[src/rtl/glpt_pkg.sv]
`default_nettype none
// ----------------------------------------------------------------------------
// glpt_pkg: lease port table shared definitions
// Widths, operation and status codes, command/status structs.
// ----------------------------------------------------------------------------
package glpt_pkg;

  localparam int unsigned PORTS      = 4;
  localparam int unsigned KIND_COUNT = 4;
  localparam int unsigned PW         = (PORTS > 1) ? $clog2(PORTS) : 1;
  localparam int unsigned N_STATS    = 5;

  localparam logic [2:0] OP_CLAIM      = 3'd0;
  localparam logic [2:0] OP_CLAIM_FREE = 3'd1;
  localparam logic [2:0] OP_PUBLISH    = 3'd2;
  localparam logic [2:0] OP_RELEASE    = 3'd3;
  localparam logic [2:0] OP_READ_SAMP  = 3'd4;
  localparam logic [2:0] OP_READ_LEASE = 3'd5;
  localparam logic [2:0] OP_READ_CNT   = 3'd6;

  localparam logic [2:0] ST_OK      = 3'd0;
  localparam logic [2:0] ST_REJECT  = 3'd1;
  localparam logic [2:0] ST_STALE   = 3'd2;
  localparam logic [2:0] ST_INVALID = 3'd3;
  localparam logic [2:0] ST_BADPORT = 3'd4;

  localparam logic [2:0] CNT_CLAIMS   = 3'd0;
  localparam logic [2:0] CNT_RELEASES = 3'd1;
  localparam logic [2:0] CNT_REJECTED = 3'd2;
  localparam logic [2:0] CNT_STALE    = 3'd3;
  localparam logic [2:0] CNT_INVALID  = 3'd4;

  localparam logic [7:0] STICK_LIMIT_RST = 8'd80;

  typedef struct packed {
    logic [2:0]  operation;
    logic [7:0]  port;
    logic [7:0]  kind;
    logic [63:0] owner;
    logic [31:0] generation;
    logic [15:0] buttons;
    logic [7:0]  stick_x;
    logic [7:0]  stick_y;
    logic        present;
  } req_t;

  typedef struct packed {
    logic        ok;
    logic [2:0]  status;
    logic [7:0]  lease_port;
    logic [7:0]  lease_kind;
    logic [31:0] lease_generation;
    logic [63:0] lease_owner;
    logic [15:0] sample_buttons;
    logic [7:0]  sample_x;
    logic [7:0]  sample_y;
    logic        sample_present;
    logic [31:0] counter_value;
  } rsp_t;

  // controller -> datapath
  typedef struct packed {
    logic         load;     // capture request
    logic         scan;     // examine one search candidate
    logic         execute;  // perform operation
  } cmd_t;

  // datapath -> controller
  typedef struct packed {
    logic found;     // free port found / search resolved
    logic is_search;
  } sts_t;

endpackage

`default_nettype wire

[src/rtl/glpt_req_if.sv]
`default_nettype none
// ----------------------------------------------------------------------------
// glpt_req_if: request channel
// Valid/ready channel carrying one operation.
// ----------------------------------------------------------------------------
interface glpt_req_if;
  import glpt_pkg::*;
  logic valid;
  logic ready;
  req_t payload;
  modport source (output valid, output payload, input ready);
  modport sink (input valid, input payload, output ready);
endinterface

`default_nettype wire

[src/rtl/glpt_rsp_if.sv]
`default_nettype none
// ----------------------------------------------------------------------------
// glpt_rsp_if: response channel
// Valid/ready channel carrying one result.
// ----------------------------------------------------------------------------
interface glpt_rsp_if;
  import glpt_pkg::*;
  logic valid;
  logic ready;
  rsp_t payload;
  modport source (output valid, output payload, input ready);
  modport sink (input valid, input payload, output ready);
endinterface

`default_nettype wire

[src/rtl/generation_lease_port_table.sv]
`default_nettype none
// ----------------------------------------------------------------------------
// generation_lease_port_table: generation-tagged port lease table
// Top level joining the sequencer and the lease datapath.
// ----------------------------------------------------------------------------
// Each operation passes through load, resolve and execute; claim-first-free
// also has the round-robin scan step over each occupied port, up to PORTS
// ports. One operation is in flight at a time; the result waits in an
// output register and the next request is taken as soon as the sequencer
// returns to idle. stick_limit resets to 80.
module generation_lease_port_table (
  input  wire logic   clk_i,
  input  wire logic   rst_ni,
  glpt_req_if.sink    req,
  glpt_rsp_if.source  rsp,
  input  wire logic   cfg_we_i,
  input  wire logic [6:0] cfg_wdata_i
);
  import glpt_pkg::*;

  cmd_t cmd;
  sts_t sts;

  glpt_ctrl u_ctrl (
    .clk_i       (clk_i),
    .rst_ni      (rst_ni),
    .in_valid_i  (req.valid),
    .in_ready_o  (req.ready),
    .out_valid_o (rsp.valid),
    .out_ready_i (rsp.ready),
    .cmd_o       (cmd),
    .sts_i       (sts)
  );

  glpt_datapath u_dp (
    .clk_i       (clk_i),
    .rst_ni      (rst_ni),
    .req_i       (req.payload),
    .cfg_we_i    (cfg_we_i),
    .cfg_wdata_i (cfg_wdata_i),
    .cmd_i       (cmd),
    .sts_o       (sts),
    .rsp_o       (rsp.payload)
  );

endmodule

`default_nettype wire

[src/rtl/glpt_ctrl.sv]
`default_nettype none
// ----------------------------------------------------------------------------
// glpt_ctrl: sequencer
// Load, optional round-robin scan (one port a cycle), execute, deliver.
// ----------------------------------------------------------------------------
module glpt_ctrl (
  input  wire logic            clk_i,
  input  wire logic            rst_ni,
  input  wire logic            in_valid_i,
  output logic                 in_ready_o,
  output logic                 out_valid_o,
  input  wire logic            out_ready_i,
  output glpt_pkg::cmd_t       cmd_o,
  input  wire glpt_pkg::sts_t  sts_i
);
  import glpt_pkg::*;

  localparam logic [1:0] S_IDLE = 2'd0;
  localparam logic [1:0] S_SCAN = 2'd1;
  localparam logic [1:0] S_EXEC = 2'd2;

  logic [1:0]  state_q, state_d;
  logic [PW:0] cnt_q, cnt_d;
  logic        ov_q, ov_d;

  // output slot frees when it is taken this cycle
  logic slot_free;
  assign slot_free   = !ov_q || out_ready_i;
  assign in_ready_o  = (state_q == S_IDLE);
  assign out_valid_o = ov_q;

  always_comb begin
    state_d = state_q;
    cnt_d   = cnt_q;
    ov_d    = ov_q && !out_ready_i;
    cmd_o   = '0;
    case (state_q)
      S_IDLE: begin
        if (in_valid_i) begin
          cmd_o.load = 1'b1;
          state_d    = S_SCAN;
          cnt_d      = '0;
        end
      end
      S_SCAN: begin
        if (!sts_i.is_search || sts_i.found || cnt_q == (PW+1)'(PORTS)) begin
          state_d = S_EXEC;
        end else begin
          cmd_o.scan = 1'b1;
          cnt_d      = cnt_q + 1'b1;
        end
      end
      S_EXEC: begin
        if (slot_free) begin
          cmd_o.execute = 1'b1;
          ov_d          = 1'b1;
          state_d       = S_IDLE;
        end
      end
      default: state_d = S_IDLE;
    endcase
  end

  always_ff @(posedge clk_i or negedge rst_ni) begin
    if (!rst_ni) begin
      state_q <= S_IDLE;
      cnt_q   <= '0;
      ov_q    <= 1'b0;
    end else begin
      state_q <= state_d;
      cnt_q   <= cnt_d;
      ov_q    <= ov_d;
    end
  end

endmodule

`default_nettype wire

[src/rtl/glpt_datapath.sv]
`default_nettype none
// ----------------------------------------------------------------------------
// glpt_datapath: lease table, counters and result register
// Holds slots, generation counter and statistics; executes one operation.
// ----------------------------------------------------------------------------
module glpt_datapath (
  input  wire logic            clk_i,
  input  wire logic            rst_ni,
  input  wire glpt_pkg::req_t  req_i,
  input  wire logic            cfg_we_i,
  input  wire logic [6:0]      cfg_wdata_i,
  input  wire glpt_pkg::cmd_t  cmd_i,
  output glpt_pkg::sts_t       sts_o,
  output glpt_pkg::rsp_t       rsp_o
);
  import glpt_pkg::*;

  logic [6:0]  lim_q;
  req_t        req_q;
  logic [PW-1:0] cand_q;
  logic        found_q;

  logic [PORTS-1:0] taken_q;
  logic [7:0]  kind_q  [PORTS];
  logic [31:0] gen_q   [PORTS];
  logic [63:0] owner_q [PORTS];
  logic [32:0] samp_q  [PORTS];
  logic [31:0] next_gen_q;
  logic [31:0] stat_q  [N_STATS];
  rsp_t        rsp_q;

  logic is_search;
  assign is_search   = (req_q.operation == OP_CLAIM_FREE) &&
                       (req_q.port < 8'(PORTS));
  assign sts_o.is_search = is_search;
  assign sts_o.found     = found_q;
  assign rsp_o           = rsp_q;

  // next candidate, wrapping
  logic [PW-1:0] cand_nx;
  always_comb begin
    if ({1'b0, cand_q} == (PW+1)'(PORTS - 1)) cand_nx = '0;
    else cand_nx = cand_q + 1'b1;
  end

  // execution decode
  logic        in_range, kind_ok, claim_ok, hit, sticks_ok;
  logic [PW-1:0] p;
  logic [7:0]  xs, ys;
  logic signed [8:0] x9, y9, l9;
  rsp_t        r;
  logic        do_alloc, do_pub, do_rel, inv_samp;
  logic [4:0]  bump;
  logic [32:0] new_samp;
  logic [31:0] gen_use;

  always_comb begin
    xs = req_q.stick_x;
    ys = req_q.stick_y;
    x9 = $signed({xs[7], xs});
    y9 = $signed({ys[7], ys});
    l9 = $signed({2'b00, lim_q});
    sticks_ok = (x9 >= -l9) && (x9 <= l9) && (y9 >= -l9) && (y9 <= l9);
    p = (req_q.operation == OP_CLAIM_FREE) ? cand_q : req_q.port[PW-1:0];
    in_range = (req_q.operation == OP_CLAIM_FREE) ? found_q :
               (req_q.port < 8'(PORTS));
    kind_ok = (req_q.kind >= 8'd1) && (req_q.kind < 8'(KIND_COUNT));
    claim_ok = in_range && kind_ok && (req_q.owner != '0);
    hit = in_range && taken_q[p] && kind_q[p] == req_q.kind &&
          gen_q[p] == req_q.generation && owner_q[p] == req_q.owner;
    gen_use = (next_gen_q == '0) ? 32'd1 : next_gen_q;
    new_samp = req_q.present ? {1'b1, ys, xs, req_q.buttons} : '0;
    r = '0;
    do_alloc = 1'b0;
    do_pub   = 1'b0;
    do_rel   = 1'b0;
    inv_samp = 1'b0;
    bump     = '0;
    case (req_q.operation)
      OP_CLAIM, OP_CLAIM_FREE: begin
        if (req_q.operation == OP_CLAIM_FREE && req_q.port >= 8'(PORTS)) begin
          r.status = ST_BADPORT;
        end else if (!claim_ok) begin
          bump[CNT_REJECTED] = 1'b1;
          r.status = ST_REJECT;
        end else if (taken_q[p]) begin
          if (kind_q[p] == req_q.kind && owner_q[p] == req_q.owner) begin
            r.ok = 1'b1;
            r.lease_port = 8'(p);
            r.lease_kind = kind_q[p];
            r.lease_generation = gen_q[p];
            r.lease_owner = owner_q[p];
          end else begin
            bump[CNT_REJECTED] = 1'b1;
            r.status = ST_REJECT;
          end
        end else begin
          do_alloc = 1'b1;
          bump[CNT_CLAIMS] = 1'b1;
          r.ok = 1'b1;
          r.lease_port = 8'(p);
          r.lease_kind = req_q.kind;
          r.lease_generation = gen_use;
          r.lease_owner = req_q.owner;
        end
      end
      OP_PUBLISH: begin
        if (!hit) begin
          bump[CNT_STALE] = 1'b1;
          r.status = ST_STALE;
        end else if (!sticks_ok) begin
          bump[CNT_INVALID] = 1'b1;
          inv_samp = 1'b1;
          r.status = ST_INVALID;
        end else begin
          do_pub = 1'b1;
          r.ok = 1'b1;
        end
      end
      OP_RELEASE: begin
        if (!hit) begin
          bump[CNT_STALE] = 1'b1;
          r.status = ST_STALE;
        end else begin
          do_rel = 1'b1;
          bump[CNT_RELEASES] = 1'b1;
          r.ok = 1'b1;
        end
      end
      OP_READ_SAMP: begin
        if (!in_range || !taken_q[p]) begin
          r.status = ST_BADPORT;
        end else begin
          r.ok = 1'b1;
          r.sample_buttons = samp_q[p][15:0];
          r.sample_x = samp_q[p][23:16];
          r.sample_y = samp_q[p][31:24];
          r.sample_present = samp_q[p][32];
        end
      end
      OP_READ_LEASE: begin
        if (!in_range || !taken_q[p]) begin
          r.status = ST_BADPORT;
        end else begin
          r.ok = 1'b1;
          r.lease_port = 8'(p);
          r.lease_kind = kind_q[p];
          r.lease_generation = gen_q[p];
          r.lease_owner = owner_q[p];
        end
      end
      OP_READ_CNT: begin
        if (req_q.port >= 8'(N_STATS)) begin
          r.status = ST_BADPORT;
        end else begin
          r.ok = 1'b1;
          r.counter_value = stat_q[req_q.port[2:0]];
        end
      end
      default: r.status = ST_BADPORT;
    endcase
  end

  always_ff @(posedge clk_i) begin
    if (cmd_i.load) req_q <= req_i;
    if (cmd_i.execute) rsp_q <= r;
  end

  always_ff @(posedge clk_i or negedge rst_ni) begin
    if (!rst_ni) begin
      lim_q      <= 7'(STICK_LIMIT_RST);
      cand_q     <= '0;
      found_q    <= 1'b0;
      taken_q    <= '0;
      next_gen_q <= 32'd1;
      for (int i = 0; i < PORTS; i++) begin
        kind_q[i]  <= '0;
        gen_q[i]   <= '0;
        owner_q[i] <= '0;
        samp_q[i]  <= '0;
      end
      for (int i = 0; i < N_STATS; i++) stat_q[i] <= '0;
    end else begin
      if (cfg_we_i) lim_q <= cfg_wdata_i;
      if (cmd_i.load) begin
        cand_q  <= req_i.port[PW-1:0];
        found_q <= (req_i.port < 8'(PORTS)) && !taken_q[req_i.port[PW-1:0]];
      end
      if (cmd_i.scan) begin
        cand_q  <= cand_nx;
        found_q <= !taken_q[cand_nx];
      end
      if (cmd_i.execute) begin
        if (do_alloc) begin
          taken_q[p] <= 1'b1;
          kind_q[p]  <= req_q.kind;
          gen_q[p]   <= gen_use;
          owner_q[p] <= req_q.owner;
          samp_q[p]  <= {1'b1, 32'd0};
          next_gen_q <= gen_use + 32'd1;
        end
        if (do_pub) samp_q[p] <= new_samp;
        if (inv_samp) samp_q[p] <= {1'b1, 32'd0};
        if (do_rel) begin
          taken_q[p] <= 1'b0;
          kind_q[p]  <= '0;
          gen_q[p]   <= '0;
          owner_q[p] <= '0;
          samp_q[p]  <= '0;
        end
        for (int i = 0; i < N_STATS; i++) begin
          if (bump[i] && stat_q[i] != '1) stat_q[i] <= stat_q[i] + 32'd1;
        end
      end
    end
  end

endmodule

`default_nettype wire

[src/flat_wrapper.sv]
// flat-port wrapper written by rule: the top's interface ports become plain ports
module generation_lease_port_table_flat import glpt_pkg::*;
  (clk_i, rst_ni, cfg_we_i, cfg_wdata_i, req_valid, req_payload, req_ready, rsp_valid, rsp_payload, rsp_ready);
  glpt_req_if req_i ();
  glpt_rsp_if rsp_i ();
  input  wire logic clk_i;
  input  wire logic rst_ni;
  input  wire logic cfg_we_i;
  input  wire logic [6:0] cfg_wdata_i;
  input wire logic [$bits(req_i.valid)-1:0] req_valid;
  input wire logic [$bits(req_i.payload)-1:0] req_payload;
  output wire logic [$bits(req_i.ready)-1:0] req_ready;
  output wire logic [$bits(rsp_i.valid)-1:0] rsp_valid;
  output wire logic [$bits(rsp_i.payload)-1:0] rsp_payload;
  input wire logic [$bits(rsp_i.ready)-1:0] rsp_ready;
  assign req_i.valid = req_valid;
  assign req_i.payload = req_payload;
  assign req_ready = req_i.ready;
  assign rsp_valid = rsp_i.valid;
  assign rsp_payload = rsp_i.payload;
  assign rsp_i.ready = rsp_ready;
  generation_lease_port_table u_core (.clk_i(clk_i), .rst_ni(rst_ni), .req(req_i), .rsp(rsp_i), .cfg_we_i(cfg_we_i), .cfg_wdata_i(cfg_wdata_i));
endmodule
[config.mk]
export PLATFORM = sky130hd
export DESIGN_NAME = generation_lease_port_table_flat
export DESIGN_NICKNAME = d
export VERILOG_FILES = /design/src/rtl/glpt_pkg.sv /design/src/rtl/glpt_req_if.sv /design/src/rtl/glpt_rsp_if.sv /design/src/rtl/generation_lease_port_table.sv /design/src/rtl/glpt_ctrl.sv /design/src/rtl/glpt_datapath.sv /design/src/flat_wrapper.sv
export SDC_FILE = /design/constraint.sdc
export NUM_CORES = 2
export LEC_CHECK = 0
export ABC_CLOCK_PERIOD_IN_PS = 22400
export BUFFER_PORTS_ARGS = -buffer_cell sky130_fd_sc_hd__buf_2
export CAP_MARGIN = 25
export CORE_MARGIN = 1
export CORE_UTILIZATION = 35
export CTS_CLUSTER_DIAMETER = 30
export CTS_CLUSTER_SIZE = 40
export DETAILED_ROUTE_END_ITERATION = 6
export GPL_TIMING_DRIVEN = 0
export SKIP_CTS_REPAIR_TIMING = 1
export SLEW_MARGIN = 15
export SYNTH_ARGS = -nofsm -noshare
export SYNTH_HDL_FRONTEND = slang
export SYNTH_SLANG_ARGS = --single-unit
[constraint.sdc]
create_clock -name clk_i -period 22.4 [get_ports clk_i]
set_input_delay 3.36 -clock clk_i [delete_from_list [all_inputs] [get_ports clk_i]]
set_output_delay 3.36 -clock clk_i [all_outputs]
set_load 0.03 [all_outputs]
==> metrics.md <==
| Metric | Value |
|---|---|
| Status | `finished clean` |
| Clock power frac | `54.9%` |
| Synth cell count leaders | `dfrtp_1 (757), a22o_1 (522), edfxtp_1 (323), nand2_1 (237), mux4_2 (212)` |
| Hold slack | `0.483 ns` |
| Vias in the first global route | `40009` |
| Met1 wire length | `76700 µm` |
| Flop-to-flop setup slack | `14.54 ns` |
| Worst vdd ir | `0.0825 mV` |
| Combinational fraction of design power | `14.1%` |
| Clock Sink Count | `1083` |
| Reg2reg end | `u_core.u_dp.rsp_o[121]` |
| Site Rows | `140` |
| Fmax | `127 MHz` |
| Post-DP HPWL | `136000 µm` |
| Maximum number of pins on one net before global-route repair | `102` |
| Met2 Wirelength | `85700 µm` |
| Req. time, crit path | `23.02 ns` |
| Pwr/cell area | `111 nW/µm²` |
| Via Count | `40262` |
| Number of flops mapped to enable cells by yosys | `323` |
| Reg2Reg Depth | `16` |
| Post-Route Skew | `0.0854 ns` |
| Drt total wl | `198000 µm` |
| Vias/cell | `5.96` |
| Slew HR | `22.7%` |
| Hold Vio Cnt, Final | `0` |
| Maxcap violations | `0` |
| H-tree Lvls | `5` |
| First-pass GRT wire length | `281000 µm` |
| Most frequent cell after synthesis | `dfrtp_1` |
| Critical Path Fanout Max | `10` |
| Pwr Total | `7.31 mW` |
| Min-delay src | `u_core.u_dp.stat_q[144]` |
| Crit end category | `flip-flop` |
| RR Startpoint | `u_core.u_dp.req_q[137]` |
| Sw frac | `28.1%` |
| I/O pin count | `343` |
| Reg clk slew, reported paths | `0.05 ns` |
| Synth Area in Compound Gates | `13.2%` |
| Post-synth top area share | `36.7%` |
| Gr ovfl total | `0` |
| Die Span X | `386 µm` |
| CP startpoint kind | `flip-flop` |
| Initial drt markers | `4730` |
| Worst Setup EP | `u_core.u_dp.rsp_o[121]` |
| CTS Buffer Depth | `4` |
| Final max-slew violation count | `0` |
| Top cells by area, synth | `dfrtp_1 (37%), edfxtp_1 (19%), mux4_2 (9.2%)` |
| Synth Flop Type | `dfrtp_1` |
| Setup violators final | `0` |
| Adder-cell share of the synthesized area | `0.823%` |
| P_leak | `28.3 nW` |
| Synthesized instance count | `3981` |
| Gpl congestion | `0.964` |
| Worst Hold Class | `reg -> reg` |
| Yosys reg bits | `1083` |
| Wire per inst | `29.3 µm` |
| CTS tree | `built` |
| Worst-margin pin slew | `1.15 ns` |
| Sw power | `2.06 mW` |
| Post-Synth XOR/XNOR Area | `5.27%` |
| Final period util | `35.1%` |
| Int Pwr | `5.25 mW` |
| Met3 wire length | `24400 µm` |
| Sequential power share | `31.0%` |
| Die height | `386 µm` |
| Critical path launch point | `u_core.u_dp.req_q[137]` |
| Total Neg Setup Slack | `0 ns` |
| Largest family of logic cells by synthesized area | `compound AO/OA/AOI/OAI gates` |
| DRT Pass-1 Iters | `6` |
| Mux contribution to synthesized area | `12.7%` |
| Shortest period the worst path allows | `7.86 ns` |
| Max Used Layer | `met5` |
| Layout net count | `4831` |
| Num CTS Buffers | `278` |
| Core Area | `146000 µm²` |
| Drt drc | `0` |
| GR Util All Layers | `26.2%` |
| Post-synthesis sequential area ratio | `55.6%` |
| DIE AREA | `149000 µm²` |
| Asr flop ratio synth | `70.2%` |
| Fin util | `45.0%` |
| Synth Area per Inst | `13.0 µm²` |
| Synth unique cells | `82` |
| Initial core utilization | `35.4%` |
| Cell taking the most area after synthesis | `dfrtp_1` |
| # port buffers | `336` |
| Routed Antenna Nets | `0` |
| Crit path kind | `reg -> reg` |
| Simple-gate share of the synthesized area | `8.84%` |
| YS warnings | `0` |
| Clock Latency Late Sink | `0.92 ns` |
| Share of layout cells above drive strength 1 | `24.4%` |
| Syn Std Cell Area | `51700 µm²` |
| Data arrival, critical path | `8.48 ns` |
| P&R area growth vs syn | `27.4%` |
| Initial antenna violation count | `13` |
| Clock Root Buffer | `clkbuf_16` |
| RSZ-0062 raised after global routing | `false` |
==> layout make-up <==
class / instances / area [µm²]
Fill cell: 13205 / 80300
Sequential cell: 1083 / 28700
Multi-Input combinational cell: 2481 / 21200
Clock buffer: 353 / 7730
Tap cell: 1917 / 2400
Timing Repair Buffer: 371 / 2280
Buffer: 369 / 1650
Clock inverter: 126 / 1630
Inverter: 53 / 206
Antenna cell: 3 / 7.51
==> stage by stage <==
stage	worst slack, ns	area (µm²)	cells
after global routing	14.64	65800	6754
after floorplan	11.65	51700	3986
after detailed placement	14.90	56400	6271
after global placement	1.07	55800	6239
final	14.54	65800	6756
after CTS	14.84	65800	6750
==> layout by cell type, fill, tap and decap left out, types with 82 or more instances in the layout <==
master	instances
o21ai_0	131
a22o_1	522
dfrtp_1	757
nand4_1	82
xnor2_1	199
xor2_1	112
nor2_1	131
clkbuf_1	226
mux4_2	212
buf_2	389
mux2i_1	159
buf_1	89
nand2_1	237
edfxtp_1	323
clkbuf_16	288
==> routing by layer <==
layer	vias up	global-route usage (%)
met5	-	0.455
met3	577	10.1
met4	10	13.5
li1	16462	-
met1	20535	33.9
met2	2678	37.9
==> registers in the layout, indices dropped and copies added (netlist names), 2 cells and up <==
name and flops:
u_core.u_ctrl.cnt_q 3, u_core.u_ctrl.state_q 2, u_core.u_dp.cand_q 2, u_core.u_dp.gen_q 128, u_core.u_dp.kind_q 32, u_core.u_dp.lim_q 7
u_core.u_dp.next_gen_q 32, u_core.u_dp.owner_q 256, u_core.u_dp.req_q 132, u_core.u_dp.rsp_o 175, u_core.u_dp.samp_q 132, u_core.u_dp.stat_q 160
u_core.u_dp.taken_q 4, u_core.u_dp.xs 8, u_core.u_dp.ys 8
==> worst min-delay path by stage <==
stage          slack [ns]  cells after the start                 endpoint
6_report             0.48                      1  u_core.u_dp.stat_q[144]
5_1_grt              0.50                      1   u_core.u_dp.stat_q[10]
4_1_cts              0.48                      1  u_core.u_dp.stat_q[144]
3_5_place_dp         0.47                      1    u_core.u_dp.kind_q[7]
3_3_place_gp         0.46                      1    u_core.u_dp.kind_q[6]
2_1_floorplan        0.45                      1    u_core.u_dp.kind_q[6]
==> power groups by stage <==
stage / logic [mW] / clock network [mW] / registers [mW]
after floorplan: 0.451 / 0 / 2.39
after global placement: 0.969 / 0 / 2.34
after detailed placement: 1.00 / 0 / 2.29
after CTS: 1.01 / 4.04 / 2.26
after global routing: 1.06 / 4.15 / 2.27
final: 1.03 / 4.01 / 2.26
==> kinds of logic (layout without fill, tap and decap cells) <==
logic type	count (synthesis)	count (layout)
DFF	1083	1083
and+or+nand+nor	872	872
AOI/OAI and AO/OA	870	870
buffers and inverters	422	1272
muxes	388	388
xor gates and xnor gates	311	311
adders and majority gates	34	34
other	1	9
==> worst max-delay path, stage by stage, from the launching register on <==
cell	delay, ns
edfxtp_1	0.32
buf_4	0.23
clkinv_1	0.81
o21ai_4	0.77
buf_6	0.28
buf_6	0.22
buf_6	0.20
mux2i_1	0.44
xor2_1	0.45
o2111ai_1	0.17
nor4_1	0.28
nand4_1	0.45
or2_2	0.53
o31a_1	0.59
clkbuf_1	0.59
clkbuf_1	0.49
o21ai_0	0.69
Note: power is estimated with default switching activity, not from simulation.
